## src/rtl/core/fpex_pkg.sv

```systemverilog
// Shared types, codes and constants of the float processing element.
package fpex_pkg;

	localparam int REG_COUNT_DEF     = 16;
	localparam int LANE_DEPTH_DEF    = 1024;
	localparam int PROGRAM_SLOTS_DEF = 256;
	localparam int QUEUE_DEPTH       = 4;
	localparam int LANE_COUNT        = 3;
	localparam int CFG_W             = 10;
	localparam logic [CFG_W-1:0] MAX_INSTR_RESET = 10'd1000;

	localparam logic [1:0] CMD_EXEC    = 2'd0;
	localparam logic [1:0] CMD_WRITE   = 2'd1;
	localparam logic [1:0] CMD_READ    = 2'd2;
	localparam logic [1:0] CMD_RESTART = 2'd3;

	localparam logic [7:0] OP_NOP   = 8'd0;
	localparam logic [7:0] OP_SETC  = 8'd1;
	localparam logic [7:0] OP_LOAD  = 8'd2;
	localparam logic [7:0] OP_ST    = 8'd3;
	localparam logic [7:0] OP_ADD   = 8'd4;
	localparam logic [7:0] OP_MUL   = 8'd5;
	localparam logic [7:0] OP_MAX   = 8'd6;
	localparam logic [7:0] OP_HALT  = 8'd7;

	localparam logic [2:0] ST_DONE    = 3'd0;
	localparam logic [2:0] ST_HALT    = 3'd1;
	localparam logic [2:0] ST_BAD     = 3'd2;
	localparam logic [2:0] ST_UNKNOWN = 3'd3;
	localparam logic [2:0] ST_LIMIT   = 3'd4;
	localparam logic [2:0] ST_LENGTH  = 3'd5;
	localparam logic [2:0] ST_STOPPED = 3'd6;

	localparam logic [3:0] K_NONE  = 4'd0;
	localparam logic [3:0] K_SETC  = 4'd1;
	localparam logic [3:0] K_LOAD  = 4'd2;
	localparam logic [3:0] K_STORE = 4'd3;
	localparam logic [3:0] K_ADD   = 4'd4;
	localparam logic [3:0] K_MUL   = 4'd5;
	localparam logic [3:0] K_MAX   = 4'd6;
	localparam logic [3:0] K_HWR   = 4'd7;
	localparam logic [3:0] K_HRD   = 4'd8;

	typedef struct packed {
		logic [3:0]  kind;
		logic [2:0]  status;
		logic [7:0]  dst;
		logic [7:0]  src1;
		logic [7:0]  src2;
		logic [1:0]  lane;
		logic [31:0] offset;
		logic [31:0] data;
	} item_t;

endpackage

```

## src/rtl/core/fpex_queue.sv

```systemverilog
// Short queue of classified items between the front and the back.
module fpex_queue (
	input  logic            clk,
	input  logic            arst_n,
	input  logic            push,
	input  fpex_pkg::item_t din,
	output logic            full,
	input  logic            pop,
	output fpex_pkg::item_t dout,
	output logic            empty
);
	import fpex_pkg::*;

	localparam int PW = $clog2(QUEUE_DEPTH);

	item_t         ent_q [QUEUE_DEPTH];
	logic [PW-1:0] wp_q;
	logic [PW-1:0] rp_q;
	logic [PW:0]   cnt_q;
	logic          do_push;
	logic          do_pop;

	assign full    = cnt_q == (PW+1)'(QUEUE_DEPTH);
	assign empty   = cnt_q == '0;
	assign dout    = ent_q[rp_q];
	assign do_push = push && !full;
	assign do_pop  = pop && !empty;

	always_ff @(posedge clk) begin
		if (do_push) begin
			ent_q[wp_q] <= din;
		end
	end

	always_ff @(posedge clk or negedge arst_n) begin
		if (!arst_n) begin
			wp_q  <= '0;
			rp_q  <= '0;
			cnt_q <= '0;
		end else begin
			if (do_push) begin
				wp_q <= wp_q + 1'b1;
			end
			if (do_pop) begin
				rp_q <= rp_q + 1'b1;
			end
			if (do_push && !do_pop) begin
				cnt_q <= cnt_q + 1'b1;
			end else if (do_pop && !do_push) begin
				cnt_q <= cnt_q - 1'b1;
			end
		end
	end
endmodule

```

## config.mk

```make
export PLATFORM = sky130hd
export DESIGN_NAME = fpex_queue
export DESIGN_NICKNAME = d
export VERILOG_FILES = /design/src/rtl/core/fpex_pkg.sv /design/src/rtl/core/fpex_queue.sv
export SDC_FILE = /design/constraint.sdc
export NUM_CORES = 1
export LEC_CHECK = 0
export BUFFER_PORTS_ARGS = -buffer_cell sky130_fd_sc_hd__buf_2
export CAP_MARGIN = 0
export CELL_PAD_IN_SITES_DETAIL_PLACEMENT = 0
export CELL_PAD_IN_SITES_GLOBAL_PLACEMENT = 1
export CORE_AREA = 3 3 194 337
export CTS_CLUSTER_SIZE = 28
export DETAILED_ROUTE_END_ITERATION = 10
export DIE_AREA = 0 0 197 340
export GPL_TIMING_DRIVEN = 0
export PLACE_DENSITY = 0.43
export SYNTH_ARGS = -nofsm -noshare
export SYNTH_HDL_FRONTEND = slang
export SYNTH_SLANG_ARGS = --single-unit
```

## constraint.sdc

```tcl
create_clock -name clk -period 7.6 [get_ports clk]
set_clock_uncertainty 0.2 [all_clocks]
set_input_delay 1.14 -clock clk [delete_from_list [all_inputs] [get_ports clk]]
set_output_delay 1.14 -clock clk [all_outputs]
set_load 0.02 [all_outputs]
```

==> flow_results.org <==
** Run status
- Status :: finished, final reports clean

** Synthesis
- Area share of fa/ha/maj cells after synthesis :: 0.574%
- When the netlist entered floorplanning its net count stood at 650.
- Sequential area share after synthesis :: 82.2%
- Synthesis produced 543 cells.
- Parity-gate share of the synthesized area counting xor and xnor cells :: 0.365%
- Synthesis Warnings :: 0
- Summing the areas of all compound-gate instances in the mapped netlist gives 0% of the synthesized area.
- Combinational family with the most area after synthesis :: multiplexers
- Synthesized flop and latch total :: 395
- The cell area that synthesis handed to floorplanning was 14400 um2.
- After Yosys synthesis, and, or, nand and nor cells account for 0.435% of the synthesized area.
- After synthesis, the share of cell area in mux cells is 15.3%.
- The netlist uses 21 different library cells.
- Mean area per synthesized cell :: 26.5 um2

** Setup path
- Element type at the critical path end :: primary output
- The slowest stage of the critical path is the clkbuf_1 cell.
- Among the stages of the critical path, the cell type that occurs most often is buf_2.
- Along the worst path, the maximum fanout reaches 10.
- The worst setup path is of the flip-flop to primary output kind.
- The critical path crosses 4 cells after its start point.
- For the worst setup path, the data required time is 6.26 ns.
- In this run the critical register-to-register path is launched from cnt_q[0]$_DFFE_PN0P_.
- Ordered cell list for the critical path :: buf_2 -> clkbuf_1 -> mux4_2 -> buf_2
- Crit path from :: rp_q[1]$_DFFE_PN0P_
- Crit path max-delay family :: buffers and inverters
- Worst setup SP type :: flip-flop
- Number of buffers and inverters on the critical path :: 3
- Stage delay of the slowest cell on the critical path :: 0.83 ns
- In this run the register-to-register setup slack is 5.24 ns.
- Measured in cells, the most critical reg-to-reg path has a length of 8.
- Reg2reg end :: cnt_q[2]$_DFFE_PN0P_
- Data arrival at the endpoint of the critical path :: 2.66 ns
- In this run the worst setup path terminates at dout[78].

** STA
- Tcrit/Tclk final :: 52.6%
- Final critical-path required period :: 4.00 ns
- Based on the critical path, the design can be clocked at up to 250 MHz.
- Worst Max-Slew Pin Slew :: 1.05 ns
- Setup TNS :: 0 ns
- Final hold violation count :: 0
- Final setup violating endpoints :: 0
- In this run the tightest slew margin relative to its limit is 30.1%.
- Count of final max-slew check failures :: 0
- Setup repair after global routing left no endpoint under its margin.

** Detailed routing
- After detailed routing, the total wire length is 34.1 mm.
- Number of detailed-route iterations in the first pass :: 4
- Number of DRC markers after the initial detailed-route iteration :: 316
- Dividing the detail-routed wire length by the instance count gives 21.1 um.
- Routed vias :: 6511
- DRC :: 0
- Once detail routing completed, the nets flagged for antenna violations numbered 0.
- After detailed routing, the number of vias per cell comes to 4.02.

** Final layout
- Relative to the synthesized area, the layout overhead comes to 23.8%.
- At the end of the flow the core is filled with cells to 28.4%.
- Number of cells in the finished layout apart from fillers :: 1619
- After the last flow step, the layout net total stands at 899.
- Number of diodes :: 0
- Cells with a size suffix above 1 make up 46.3% of the layout.
- Once layout is done, the placed cells without fillers occupy 17800 um2.
- Counting the fill cells in the layout gives 6290.
- Registers take 11800 um2.
- Multi-input gate area :: 2410 um2

** GRT
- Global routing consumed, over all layers together, 10.2% of the routing resources.
- Largest net degree at the start of global routing :: 49
- Initial antenna violation count :: 4
- Wire length of the first global-routing pass :: 50.1 mm
- Vias in the first global route :: 7346
- Summed over all layers, the global routing overflow is 0.

** Pwr
- In this run the power spent charging and discharging nets is 0.00238 W.
- Across the VDD grid, the largest voltage drop is 0.179 mV.
- Pleak :: 5.92 nW
- Switching power as a share of total power :: 32.9%
- The share of total power dissipated in sequential elements is 41.0%.
- The internal portion of the total power is 0.00484 W.
- Power spread over the standard cell area amounts to 406 nW/um2.
- Final total power :: 0.00722 W
- The share of total power dissipated in the clock network is 25.2%.
- Combinational fraction of design power :: 33.8%

** Place
- Post-detail-place hpwl :: 21.4 mm
- The placed instances occupy a cell area of 16600 um2.
- RePlAce Congestion :: 0.640
- Count of input and output buffers :: 199
- After detailed placement, the design holds a cell count of 1549.

** CTS
- Hold-fix buffers at CTS :: 0
- Number of buffers created by CTS :: 40
- After clock tree synthesis, the clock-pin slew on the worst setup and hold paths is 0.06 ns.
- Post-CTS Setup Bufs :: 0
- CTS placed an instance of clkbuf_16 at the clock tree root.
- Max Root-Sink Buffers :: 3
- TritonCTS clock tree :: built
- # H-tree levels :: 2
- After clock tree synthesis, the repair step resized 0 gates.
- Clock tree sinks :: 395
- For the worst-skew pair, the clock arrives at the later sink with an insertion delay of 0.56 ns.

** Floorplanning
- Initial core utilization :: 22.9%
- After floorplanning, the core was divided into 121 placement rows.
- Measured along the y axis, the die boundary spans 340 um.
- The floorplan step set the die width to 197 um.
- The floorplan step defined a die boundary enclosing 67000 um2.
- During I/O placement, the number of pins put on the boundary was 200.
- The core region is 62700 um2.

** Min path
- Hold crit path type :: primary input to async pin

** Run
- The tool flagged a number of max-cap violations equal to 0.
layer usage:
metal,up-vias,track usage [%],share of wire [%]
li1,2839,-,-
met1,3438,11.6,39
met2,171,18.3,53
met3,59,2.66,5.3
met4,4,3.92,2.9
met5,-,0,0.082
power by group through the flow:
stage	sequential (W)	combinational (W)	clock, W
floorplan	0.00302	0.00156	0
global placement	0.00311	0.00248	0
detailed placement	0.00301	0.00257	0
CTS	0.00297	0.00258	0.00192
global route	0.00299	0.00265	0.00200
finish	0.00296	0.00244	0.00182
how the worst min path moves through the flow:
stage / cells after the start / from / to / slack (ns)
finish: 1 / arst_n / cnt_q[1]$_DFFE_PN0P_ / 0.21
floorplan: 1 / cnt_q[2]$_DFFE_PN0P_ / cnt_q[2]$_DFFE_PN0P_ / 0.25
global placement: 1 / cnt_q[2]$_DFFE_PN0P_ / cnt_q[2]$_DFFE_PN0P_ / 0.27
detailed placement: 1 / cnt_q[2]$_DFFE_PN0P_ / cnt_q[2]$_DFFE_PN0P_ / 0.27
global route: 1 / arst_n / cnt_q[1]$_DFFE_PN0P_ / 0.18
CTS: 1 / arst_n / cnt_q[1]$_DFFE_PN0P_ / 0.16
layout by cell type, fill, tap and decap left out, drive strengths merged, types with 2 or more instances in the layout:
cell	count
mux4	97
edfxtp	388
clkbuf	54
xor2	2
inv	7
mux2	2
and2	4
clkinv	16
ha	5
dfrtp	7
xnor2	4
clkinvlp	2
buf	224
cells in the mapped netlist:
library cell	n	area share, %
and2_1	4	0.17
buf_12	1	0.14
buf_2	13	0.45
buf_4	1	0.052
buf_6	2	0.16
clkbuf_1	6	0.16
dfrtp_1	7	1.2
edfxtp_1	388	81
fa_1	1	0.14
ha_1	5	0.43
inv_1	4	0.10
mux2_2	2	0.16
mux4_2	97	15
nand2_1	1	0.026
nand3_1	1	0.035
nor2_1	1	0.026
nor2b_1	1	0.044
nor3b_2	1	0.087
or3_1	1	0.044
xnor2_1	4	0.24
xor2_1	2	0.12
worst register-to-register path, cell delays in order, from the launching register on:
cell	delay, ns
dfrtp_1	0.44
or3_1	0.43
nand2_1	0.14
ha_1	0.20
inv_1	0.06
fa_1	0.37
xor2_1	0.16
nor2_1	0.12
xor2_1	0.16
kinds of logic after synthesis:
group	count (synthesis)
DFF	395
muxes	99
buffers and inverters	27
and+or+nand+nor	10
xor gates and xnor gates	6
adders and majority gates	6
registers in the layout, summed over array words and instances, names as in the netlist:
name	flops
cnt_q	3
wp_q	2
ent_q	388
rp_q	2
through the flow:
step / hold slack [ns] / setup slack, ns
finish: 0.212 / 3.60
global placement: 0.272 / 0.490
global route: 0.175 / 3.39
detailed placement: 0.266 / 4.06
floorplan: 0.245 / 3.27
CTS: 0.164 / 3.43
area by class of cell:
class | instances | share of cell area (%)
Tap cell | 799 | 5.62
Clock buffer | 48 | 5.91
Buffer | 23 | 0.773
Multi-Input combinational cell | 121 | 13.6
Timing Repair Buffer | 207 | 6.83
Inverter | 4 | 0.0843
Sequential cell | 395 | 66.4
Clock inverter | 22 | 0.794
Power figures use the tool's default switching activity.
