### src/rtl/core/fpex_pkg.sv
// Shared types, codes and constants of the float processing element.
package fpex_pkg;

	localparam int REG_COUNT_DEF     = 16;
	localparam int LANE_DEPTH_DEF    = 1024;
	localparam int PROGRAM_SLOTS_DEF = 256;
	localparam int QUEUE_DEPTH       = 4;
	localparam int LANE_COUNT        = 3;
	localparam int CFG_W             = 10;
	localparam logic [CFG_W-1:0] MAX_INSTR_RESET = 10'd1000;

	localparam logic [1:0] CMD_EXEC    = 2'd0;
	localparam logic [1:0] CMD_WRITE   = 2'd1;
	localparam logic [1:0] CMD_READ    = 2'd2;
	localparam logic [1:0] CMD_RESTART = 2'd3;

	localparam logic [7:0] OP_NOP   = 8'd0;
	localparam logic [7:0] OP_SETC  = 8'd1;
	localparam logic [7:0] OP_LOAD  = 8'd2;
	localparam logic [7:0] OP_ST    = 8'd3;
	localparam logic [7:0] OP_ADD   = 8'd4;
	localparam logic [7:0] OP_MUL   = 8'd5;
	localparam logic [7:0] OP_MAX   = 8'd6;
	localparam logic [7:0] OP_HALT  = 8'd7;

	localparam logic [2:0] ST_DONE    = 3'd0;
	localparam logic [2:0] ST_HALT    = 3'd1;
	localparam logic [2:0] ST_BAD     = 3'd2;
	localparam logic [2:0] ST_UNKNOWN = 3'd3;
	localparam logic [2:0] ST_LIMIT   = 3'd4;
	localparam logic [2:0] ST_LENGTH  = 3'd5;
	localparam logic [2:0] ST_STOPPED = 3'd6;

	localparam logic [3:0] K_NONE  = 4'd0;
	localparam logic [3:0] K_SETC  = 4'd1;
	localparam logic [3:0] K_LOAD  = 4'd2;
	localparam logic [3:0] K_STORE = 4'd3;
	localparam logic [3:0] K_ADD   = 4'd4;
	localparam logic [3:0] K_MUL   = 4'd5;
	localparam logic [3:0] K_MAX   = 4'd6;
	localparam logic [3:0] K_HWR   = 4'd7;
	localparam logic [3:0] K_HRD   = 4'd8;

	typedef struct packed {
		logic [3:0]  kind;
		logic [2:0]  status;
		logic [7:0]  dst;
		logic [7:0]  src1;
		logic [7:0]  src2;
		logic [1:0]  lane;
		logic [31:0] offset;
		logic [31:0] data;
	} item_t;

endpackage

### src/rtl/core/fpex_if.sv
// Handshake channels for instruction beats and result beats.
interface fpex_in_if;
	logic        valid;
	logic        ready;
	logic [1:0]  cmd;
	logic [7:0]  opcode;
	logic [7:0]  dest_index;
	logic [7:0]  first_source;
	logic [7:0]  second_source;
	logic [31:0] immediate;
	logic [1:0]  host_lane;
	logic [9:0]  host_offset;
	logic [31:0] host_data;

	modport source(output valid, cmd, opcode, dest_index, first_source, second_source,
		immediate, host_lane, host_offset, host_data, input ready);
	modport sink(input valid, cmd, opcode, dest_index, first_source, second_source,
		immediate, host_lane, host_offset, host_data, output ready);
endinterface


### src/rtl/core/fpex_front.sv
// Front end: accepts beats, checks operands and keeps the run state and count.
module fpex_front #(
	parameter int REG_COUNT     = fpex_pkg::REG_COUNT_DEF,
	parameter int LANE_DEPTH    = fpex_pkg::LANE_DEPTH_DEF,
	parameter int PROGRAM_SLOTS = fpex_pkg::PROGRAM_SLOTS_DEF
) (
	input  logic                       clk,
	input  logic                       arst_n,
	input  logic                       cfg_we,
	input  logic [fpex_pkg::CFG_W-1:0] cfg_wdata,
	fpex_in_if.sink                    item,
	output logic                       push,
	output fpex_pkg::item_t            ent,
	input  logic                       full
);
	import fpex_pkg::*;

	logic             stopped_q;
	logic [CFG_W-1:0] count_q;
	logic [CFG_W-1:0] max_q;
	logic             d_ok;
	logic             s1_ok;
	logic             s2_ok;
	logic             lane_ok;
	logic             off_ok;
	logic             hlane_ok;
	logic             hoff_ok;
	logic             stop_set;
	logic             cnt_inc;
	logic             restart;

	assign item.ready = !full;
	assign push       = item.valid && !full;

	assign d_ok     = {1'b0, item.dest_index} < 9'(REG_COUNT);
	assign s1_ok    = {1'b0, item.first_source} < 9'(REG_COUNT);
	assign s2_ok    = {1'b0, item.second_source} < 9'(REG_COUNT);
	assign lane_ok  = item.first_source < 8'(LANE_COUNT);
	assign off_ok   = {1'b0, item.immediate} < 33'(LANE_DEPTH);
	assign hlane_ok = item.host_lane < 2'(LANE_COUNT);
	assign hoff_ok  = {7'b0, item.host_offset} < 17'(LANE_DEPTH);

	always_comb begin
		ent        = '0;
		ent.kind   = K_NONE;
		ent.status = ST_DONE;
		ent.dst    = item.dest_index;
		ent.src1   = item.first_source;
		ent.src2   = item.second_source;
		ent.lane   = item.first_source[1:0];
		ent.offset = item.immediate;
		ent.data   = item.immediate;
		stop_set   = 1'b0;
		cnt_inc    = 1'b0;
		restart    = 1'b0;
		case (item.cmd)
			CMD_EXEC: begin
				if (stopped_q) begin
					ent.status = ST_STOPPED;
				end else if (count_q >= max_q) begin
					ent.status = ST_LIMIT;
				end else if ({1'b0, count_q} >= 11'(PROGRAM_SLOTS)) begin
					ent.status = ST_LENGTH;
				end else begin
					cnt_inc = 1'b1;
					case (item.opcode)
						OP_NOP: ent.kind = K_NONE;
						OP_SETC: begin
							if (d_ok) ent.kind = K_SETC;
							else ent.status = ST_BAD;
						end
						OP_LOAD: begin
							if (d_ok && lane_ok && off_ok) ent.kind = K_LOAD;
							else ent.status = ST_BAD;
						end
						OP_ST: begin
							if (s2_ok && lane_ok && off_ok) ent.kind = K_STORE;
							else ent.status = ST_BAD;
						end
						OP_ADD, OP_MUL, OP_MAX: begin
							if (d_ok && s1_ok && s2_ok) begin
								ent.kind = (item.opcode == OP_ADD) ? K_ADD :
									(item.opcode == OP_MUL) ? K_MUL : K_MAX;
							end else begin
								ent.status = ST_BAD;
							end
						end
						OP_HALT: ent.status = ST_HALT;
						default: ent.status = ST_UNKNOWN;
					endcase
				end
				stop_set = ent.status != ST_DONE;
			end
			CMD_WRITE, CMD_READ: begin
				ent.lane   = item.host_lane;
				ent.offset = 32'(item.host_offset);
				ent.data   = item.host_data;
				if (hlane_ok && hoff_ok) begin
					ent.kind = (item.cmd == CMD_WRITE) ? K_HWR : K_HRD;
				end else begin
					ent.status = ST_BAD;
				end
			end
			CMD_RESTART: restart = 1'b1;
			default: ent.kind = K_NONE;
		endcase
	end

	always_ff @(posedge clk or negedge arst_n) begin
		if (!arst_n) begin
			stopped_q <= 1'b0;
			count_q   <= '0;
			max_q     <= MAX_INSTR_RESET;
		end else begin
			if (cfg_we) begin
				max_q <= cfg_wdata;
			end
			if (push) begin
				if (restart) begin
					stopped_q <= 1'b0;
					count_q   <= '0;
				end else begin
					if (cnt_inc) begin
						count_q <= count_q + 1'b1;
					end
					if (stop_set) begin
						stopped_q <= 1'b1;
					end
				end
			end
		end
	end
endmodule

### src/flat_wrapper.sv
// flat-port wrapper written by rule: the top's interface ports become plain ports
module fpex_front_flat import fpex_pkg::*;
#(
	parameter int REG_COUNT     = fpex_pkg::REG_COUNT_DEF,
	parameter int LANE_DEPTH    = fpex_pkg::LANE_DEPTH_DEF,
	parameter int PROGRAM_SLOTS = fpex_pkg::PROGRAM_SLOTS_DEF
)
  (clk, arst_n, cfg_we, cfg_wdata, push, ent, full, item_valid, item_cmd, item_opcode, item_dest_index, item_first_source, item_second_source, item_immediate, item_host_lane, item_host_offset, item_host_data, item_ready);
  fpex_in_if item_i ();
  input  logic clk;
  input  logic arst_n;
  input  logic cfg_we;
  input  logic [fpex_pkg::CFG_W-1:0] cfg_wdata;
  output logic push;
  output fpex_pkg::item_t ent;
  input  logic full;
  input wire logic [$bits(item_i.valid)-1:0] item_valid;
  input wire logic [$bits(item_i.cmd)-1:0] item_cmd;
  input wire logic [$bits(item_i.opcode)-1:0] item_opcode;
  input wire logic [$bits(item_i.dest_index)-1:0] item_dest_index;
  input wire logic [$bits(item_i.first_source)-1:0] item_first_source;
  input wire logic [$bits(item_i.second_source)-1:0] item_second_source;
  input wire logic [$bits(item_i.immediate)-1:0] item_immediate;
  input wire logic [$bits(item_i.host_lane)-1:0] item_host_lane;
  input wire logic [$bits(item_i.host_offset)-1:0] item_host_offset;
  input wire logic [$bits(item_i.host_data)-1:0] item_host_data;
  output wire logic [$bits(item_i.ready)-1:0] item_ready;
  assign item_i.valid = item_valid;
  assign item_i.cmd = item_cmd;
  assign item_i.opcode = item_opcode;
  assign item_i.dest_index = item_dest_index;
  assign item_i.first_source = item_first_source;
  assign item_i.second_source = item_second_source;
  assign item_i.immediate = item_immediate;
  assign item_i.host_lane = item_host_lane;
  assign item_i.host_offset = item_host_offset;
  assign item_i.host_data = item_host_data;
  assign item_ready = item_i.ready;
  fpex_front #(.REG_COUNT(REG_COUNT), .LANE_DEPTH(LANE_DEPTH), .PROGRAM_SLOTS(PROGRAM_SLOTS)) u_core (.clk(clk), .arst_n(arst_n), .cfg_we(cfg_we), .cfg_wdata(cfg_wdata), .item(item_i), .push(push), .ent(ent), .full(full));
endmodule
### config.mk
export PLATFORM = sky130hd
export DESIGN_NAME = fpex_front_flat
export DESIGN_NICKNAME = d
export VERILOG_FILES = /design/src/rtl/core/fpex_pkg.sv /design/src/rtl/core/fpex_if.sv /design/src/rtl/core/fpex_front.sv /design/src/flat_wrapper.sv
export SDC_FILE = /design/constraint.sdc
export NUM_CORES = 1
export LEC_CHECK = 0
export BUFFER_PORTS_ARGS = -buffer_cell sky130_fd_sc_hd__buf_4
export CAP_MARGIN = 20
export CELL_PAD_IN_SITES_DETAIL_PLACEMENT = 0
export CELL_PAD_IN_SITES_GLOBAL_PLACEMENT = 1
export CORE_MARGIN = 8
export CORE_UTILIZATION = 27
export DETAILED_ROUTE_END_ITERATION = 12
export PLACE_DENSITY_LB_ADDON = 0.3
export SLEW_MARGIN = 15
export SYNTH_ARGS = -nofsm -noshare
export SYNTH_HDL_FRONTEND = slang
export SYNTH_SLANG_ARGS = --single-unit
export TNS_END_PERCENT = 10
### constraint.sdc
create_clock -name clk -period 4.15 [get_ports clk]
set_input_delay 0 -clock clk [delete_from_list [all_inputs] [get_ports clk]]
set_output_delay 0 -clock clk [all_outputs]
set_load 0.01 [all_outputs]
==> results.json <==
{
  "status": "finished, final reports clean",
  "p_seq_share_pct": 27.3,
  "fin_crit_ps": 2990,
  "critPathRequiredTime_ps": 4150,
  "ys.flop_type": "dfrtp_1",
  "tns_ps": 0,
  "p_comb_share_pct": 56.8,
  "drive_gt1_share_pct": 46.0,
  "critPathKind": "reg -> out",
  "slew_headroom_pct": 46.0,
  "fill_cells": 940,
  "yosys_warnings": 0,
  "hpwl_microns": 9660,
  "worstMarginPinSlew_ps": 810,
  "syn_area_sq_um": 2550,
  "root_buffer": "clkbuf_8",
  "p_int_uw": 543,
  "dr.pass1.iters": 4,
  "cts_tree": "yes",
  "place.gp.congestion": 0.844,
  "drv_slew": 0,
  "placed_cell_area_sq_um": 4000,
  "clk_pin_slew_ps": 70,
  "power.static_leakage_nw": 2.22,
  "grt_pass1_vias": 3240,
  "finish.instance_area_sq_um": 4160,
  "cp-endpoint": "ent[94]",
  "start_kind": "register",
  "antenna_found_initial": 0,
  "grtUsageTotal_pct": 16.6,
  "synth_cell_types": 54,
  "hp-class": "in -> out",
  "cts.sinks": 21,
  "diodes": 0,
  "routed-via-count": 3033,
  "post-cts-setup-buffers": 0,
  "initial_utilization_pct": 27.8,
  "max_stage_delay_ps": 730,
  "synth_edf_count": 0,
  "reg2reg_slack_ps": 1590,
  "grt_max_degree": 44,
  "setup_viol": 0,
  "crit_slowest_cell": "a311oi_4",
  "path_cells": "inv_1 > ha_1 > a211oi_1 > nor2_1 > a311oi_4 > nand3_1 > a221oi_1 > buf_4",
  "die_x_microns": 113,
  "cap_violations": 0,
  "rsz0062_at_grt": "no",
  "p_sw_share_pct": 36.1,
  "nets": 663,
  "power_density_nw_per_um2": 204,
  "netSwitchingPower_uw": 307,
  "fin_skew_ps": 9.28,
  "core_sq_um": 9200,
  "drcViolationCount": 0,
  "port_buffers": 207,
  "seq_area_frac_synth_pct": 20.9,
  "max_freq_mhz": 334,
  "hold_viol": 0,
  "htreeDepth": 1,
  "crit_path_end_kind": "primary output",
  "synth.avg_cell_area_sq_um": 7.53,
  "gr-total-overflow": 0,
  "peakVddDrop_mv": 0.109,
  "cts_buffers": 3,
  "worstRegToRegCells": 7,
  "grt_pass1_wl_microns": 17100,
  "clk_latency_ps": 260,
  "final_core_util_pct": 45.2,
  "dieArea_sq_um": 12800,
  "cts_buffer_depth": 2,
  "synth-seq-cells": 21,
  "cp_max_fo": 17,
  "totalWireLength_microns": 11200,
  "synthCells": 339,
  "drtIter0Drc": 127,
  "detail-route-antenna-nets": 0,
  "async_reset_ff_share_pct": 100,
  "cp.arrival_ps": 2990,
  "row_count": 35,
  "power.share.clock_pct": 15.8,
  "ios": 224,
  "worstReg2RegStart": "u_core.max_q[7]",
  "fin_crit_sh_pct": 72.1,
  "reg2reg_to": "u_core.count_q[7]",
  "die_h_microns": 113,
  "vias_per_cell": 4.79,
  "area_growth_pct": 62.9,
  "wl_per_cell_microns": 17.6,
  "startpoint": "u_core.max_q[7]",
  "synth_fp_nets": 479
}
cells in the final DEF, fill, tap and decap left out, types with 11 or more instances in the layout:
cell           Yosys  final
a21o_1            24     24
buf_4             26    209
dfrtp_1           15     15
dlygate4sd3_1      0     11
ha_1              15     14
inv_1             21     21
nand2_1           63     63
nand2b_1          12     12
nor2b_1           22     22
o21ai_0           11     11
per-layer routing:
metal | track usage [%] | share of wire (%)
met1 | 17.4 | 38
met2 | 31.7 | 54
met3 | 4.74 | 6.7
met4 | 3.55 | 1.5
met5 | 0 | 0
worst min path at each step:
stage	cells past startpoint	from	slack, ps	to
global route	0	item_dest_index[3]	0.02	ent[85]
floorplan	0	arst_n	-300	u_core.count_q[0]
global placement	1	arst_n	-100	u_core.count_q[1]
finish	0	item_dest_index[3]	0.004	ent[85]
detailed placement	1	arst_n	-90	u_core.count_q[1]
CTS	0	item_dest_index[1]	0.07	ent[83]
kinds of logic after synthesis:
group / count (synthesis) / share of synthesized area (%)
adder cells (fa/ha/maj): 15 / 7.35
buffers and inverters: 62 / 13.3
AO/OA/AOI/OAI: 68 / 20.3
AND/OR/NAND/NOR: 168 / 36.1
multiplexers: 5 / 2.11
flip-flops: 21 / 20.9
critical path, delay by kind of cell, from the launching register on:
family	cells	cell delay (ps)
buf+inv	2	230
compound gates	3	1370
simple gates	2	310
flops	1	520
fa+ha+maj	1	300
cell type report:
| class | instances | area, sq um | share of cell area, % |
|---|---|---|---|
| Clock buffer | 4 | 45.0 | 1.08 |
| Sequential cell | 21 | 533 | 12.8 |
| Inverter | 21 | 78.8 | 1.90 |
| Tap cell | 111 | 139 | 3.34 |
| Multi-Input combinational cell | 256 | 1680 | 40.5 |
| Timing Repair Buffer | 220 | 1680 | 40.4 |
state kept, by name, indices dropped and copies added, names as in the netlist:
signal and cells:
u_core.count_q 10, u_core.max_q 10, u_core.stopped_q 1
through the flow:
stage / instances / power [mW] / setup WS, ps / hold slack (ps)
3_3_place_gp: 618 / 0.714 / 1470 / -100
4_1_cts: 633 / 0.863 / 1150 / 0.0686
3_5_place_dp: 618 / 0.717 / 1440 / -92.6
2_1_floorplan: 339 / 0.467 / 2080 / -296
5_1_grt: 633 / 0.914 / 976 / 0.0219
6_report: 633 / 0.850 / 1160 / 0.00448
synthesized netlist by cell type (6+ instances only):
master,count,share of area [%]
nand2_1,63,9.3
buf_4,26,7.6
a21o_1,24,7.1
nor2b_1,22,5.4
inv_1,21,3.1
dfrtp_1,15,15
ha_1,15,7.3
nand2b_1,12,2.9
o21ai_0,11,2.2
clkbuf_1,10,1.5
nand4_1,10,2.4
nor2_1,10,1.5
nor4_1,9,2.2
a21oi_1,7,1.4
and3_1,7,1.7
dfstp_2,6,6.2
timing repair:
| action | 4_1_cts | 5_1_grt |
|---|---|---|
| hold buffers | 11 | 0 |
| endpoints found under the hold margin | 31 | 0 |
| gates resized for setup | 0 | 0 |
| setup endpoints to repair | 0 | 0 |
power groups by stage:
stage | Sequential (mW) | Clock, mW | Combinational, mW
final | 0.232 | 0.134 | 0.483
after global routing | 0.234 | 0.152 | 0.529
after CTS | 0.232 | 0.140 | 0.491
after detailed placement | 0.236 | 0 | 0.481
after global placement | 0.236 | 0 | 0.478
after floorplan | 0.233 | 0 | 0.234
Power figures use the tool's default switching activity.
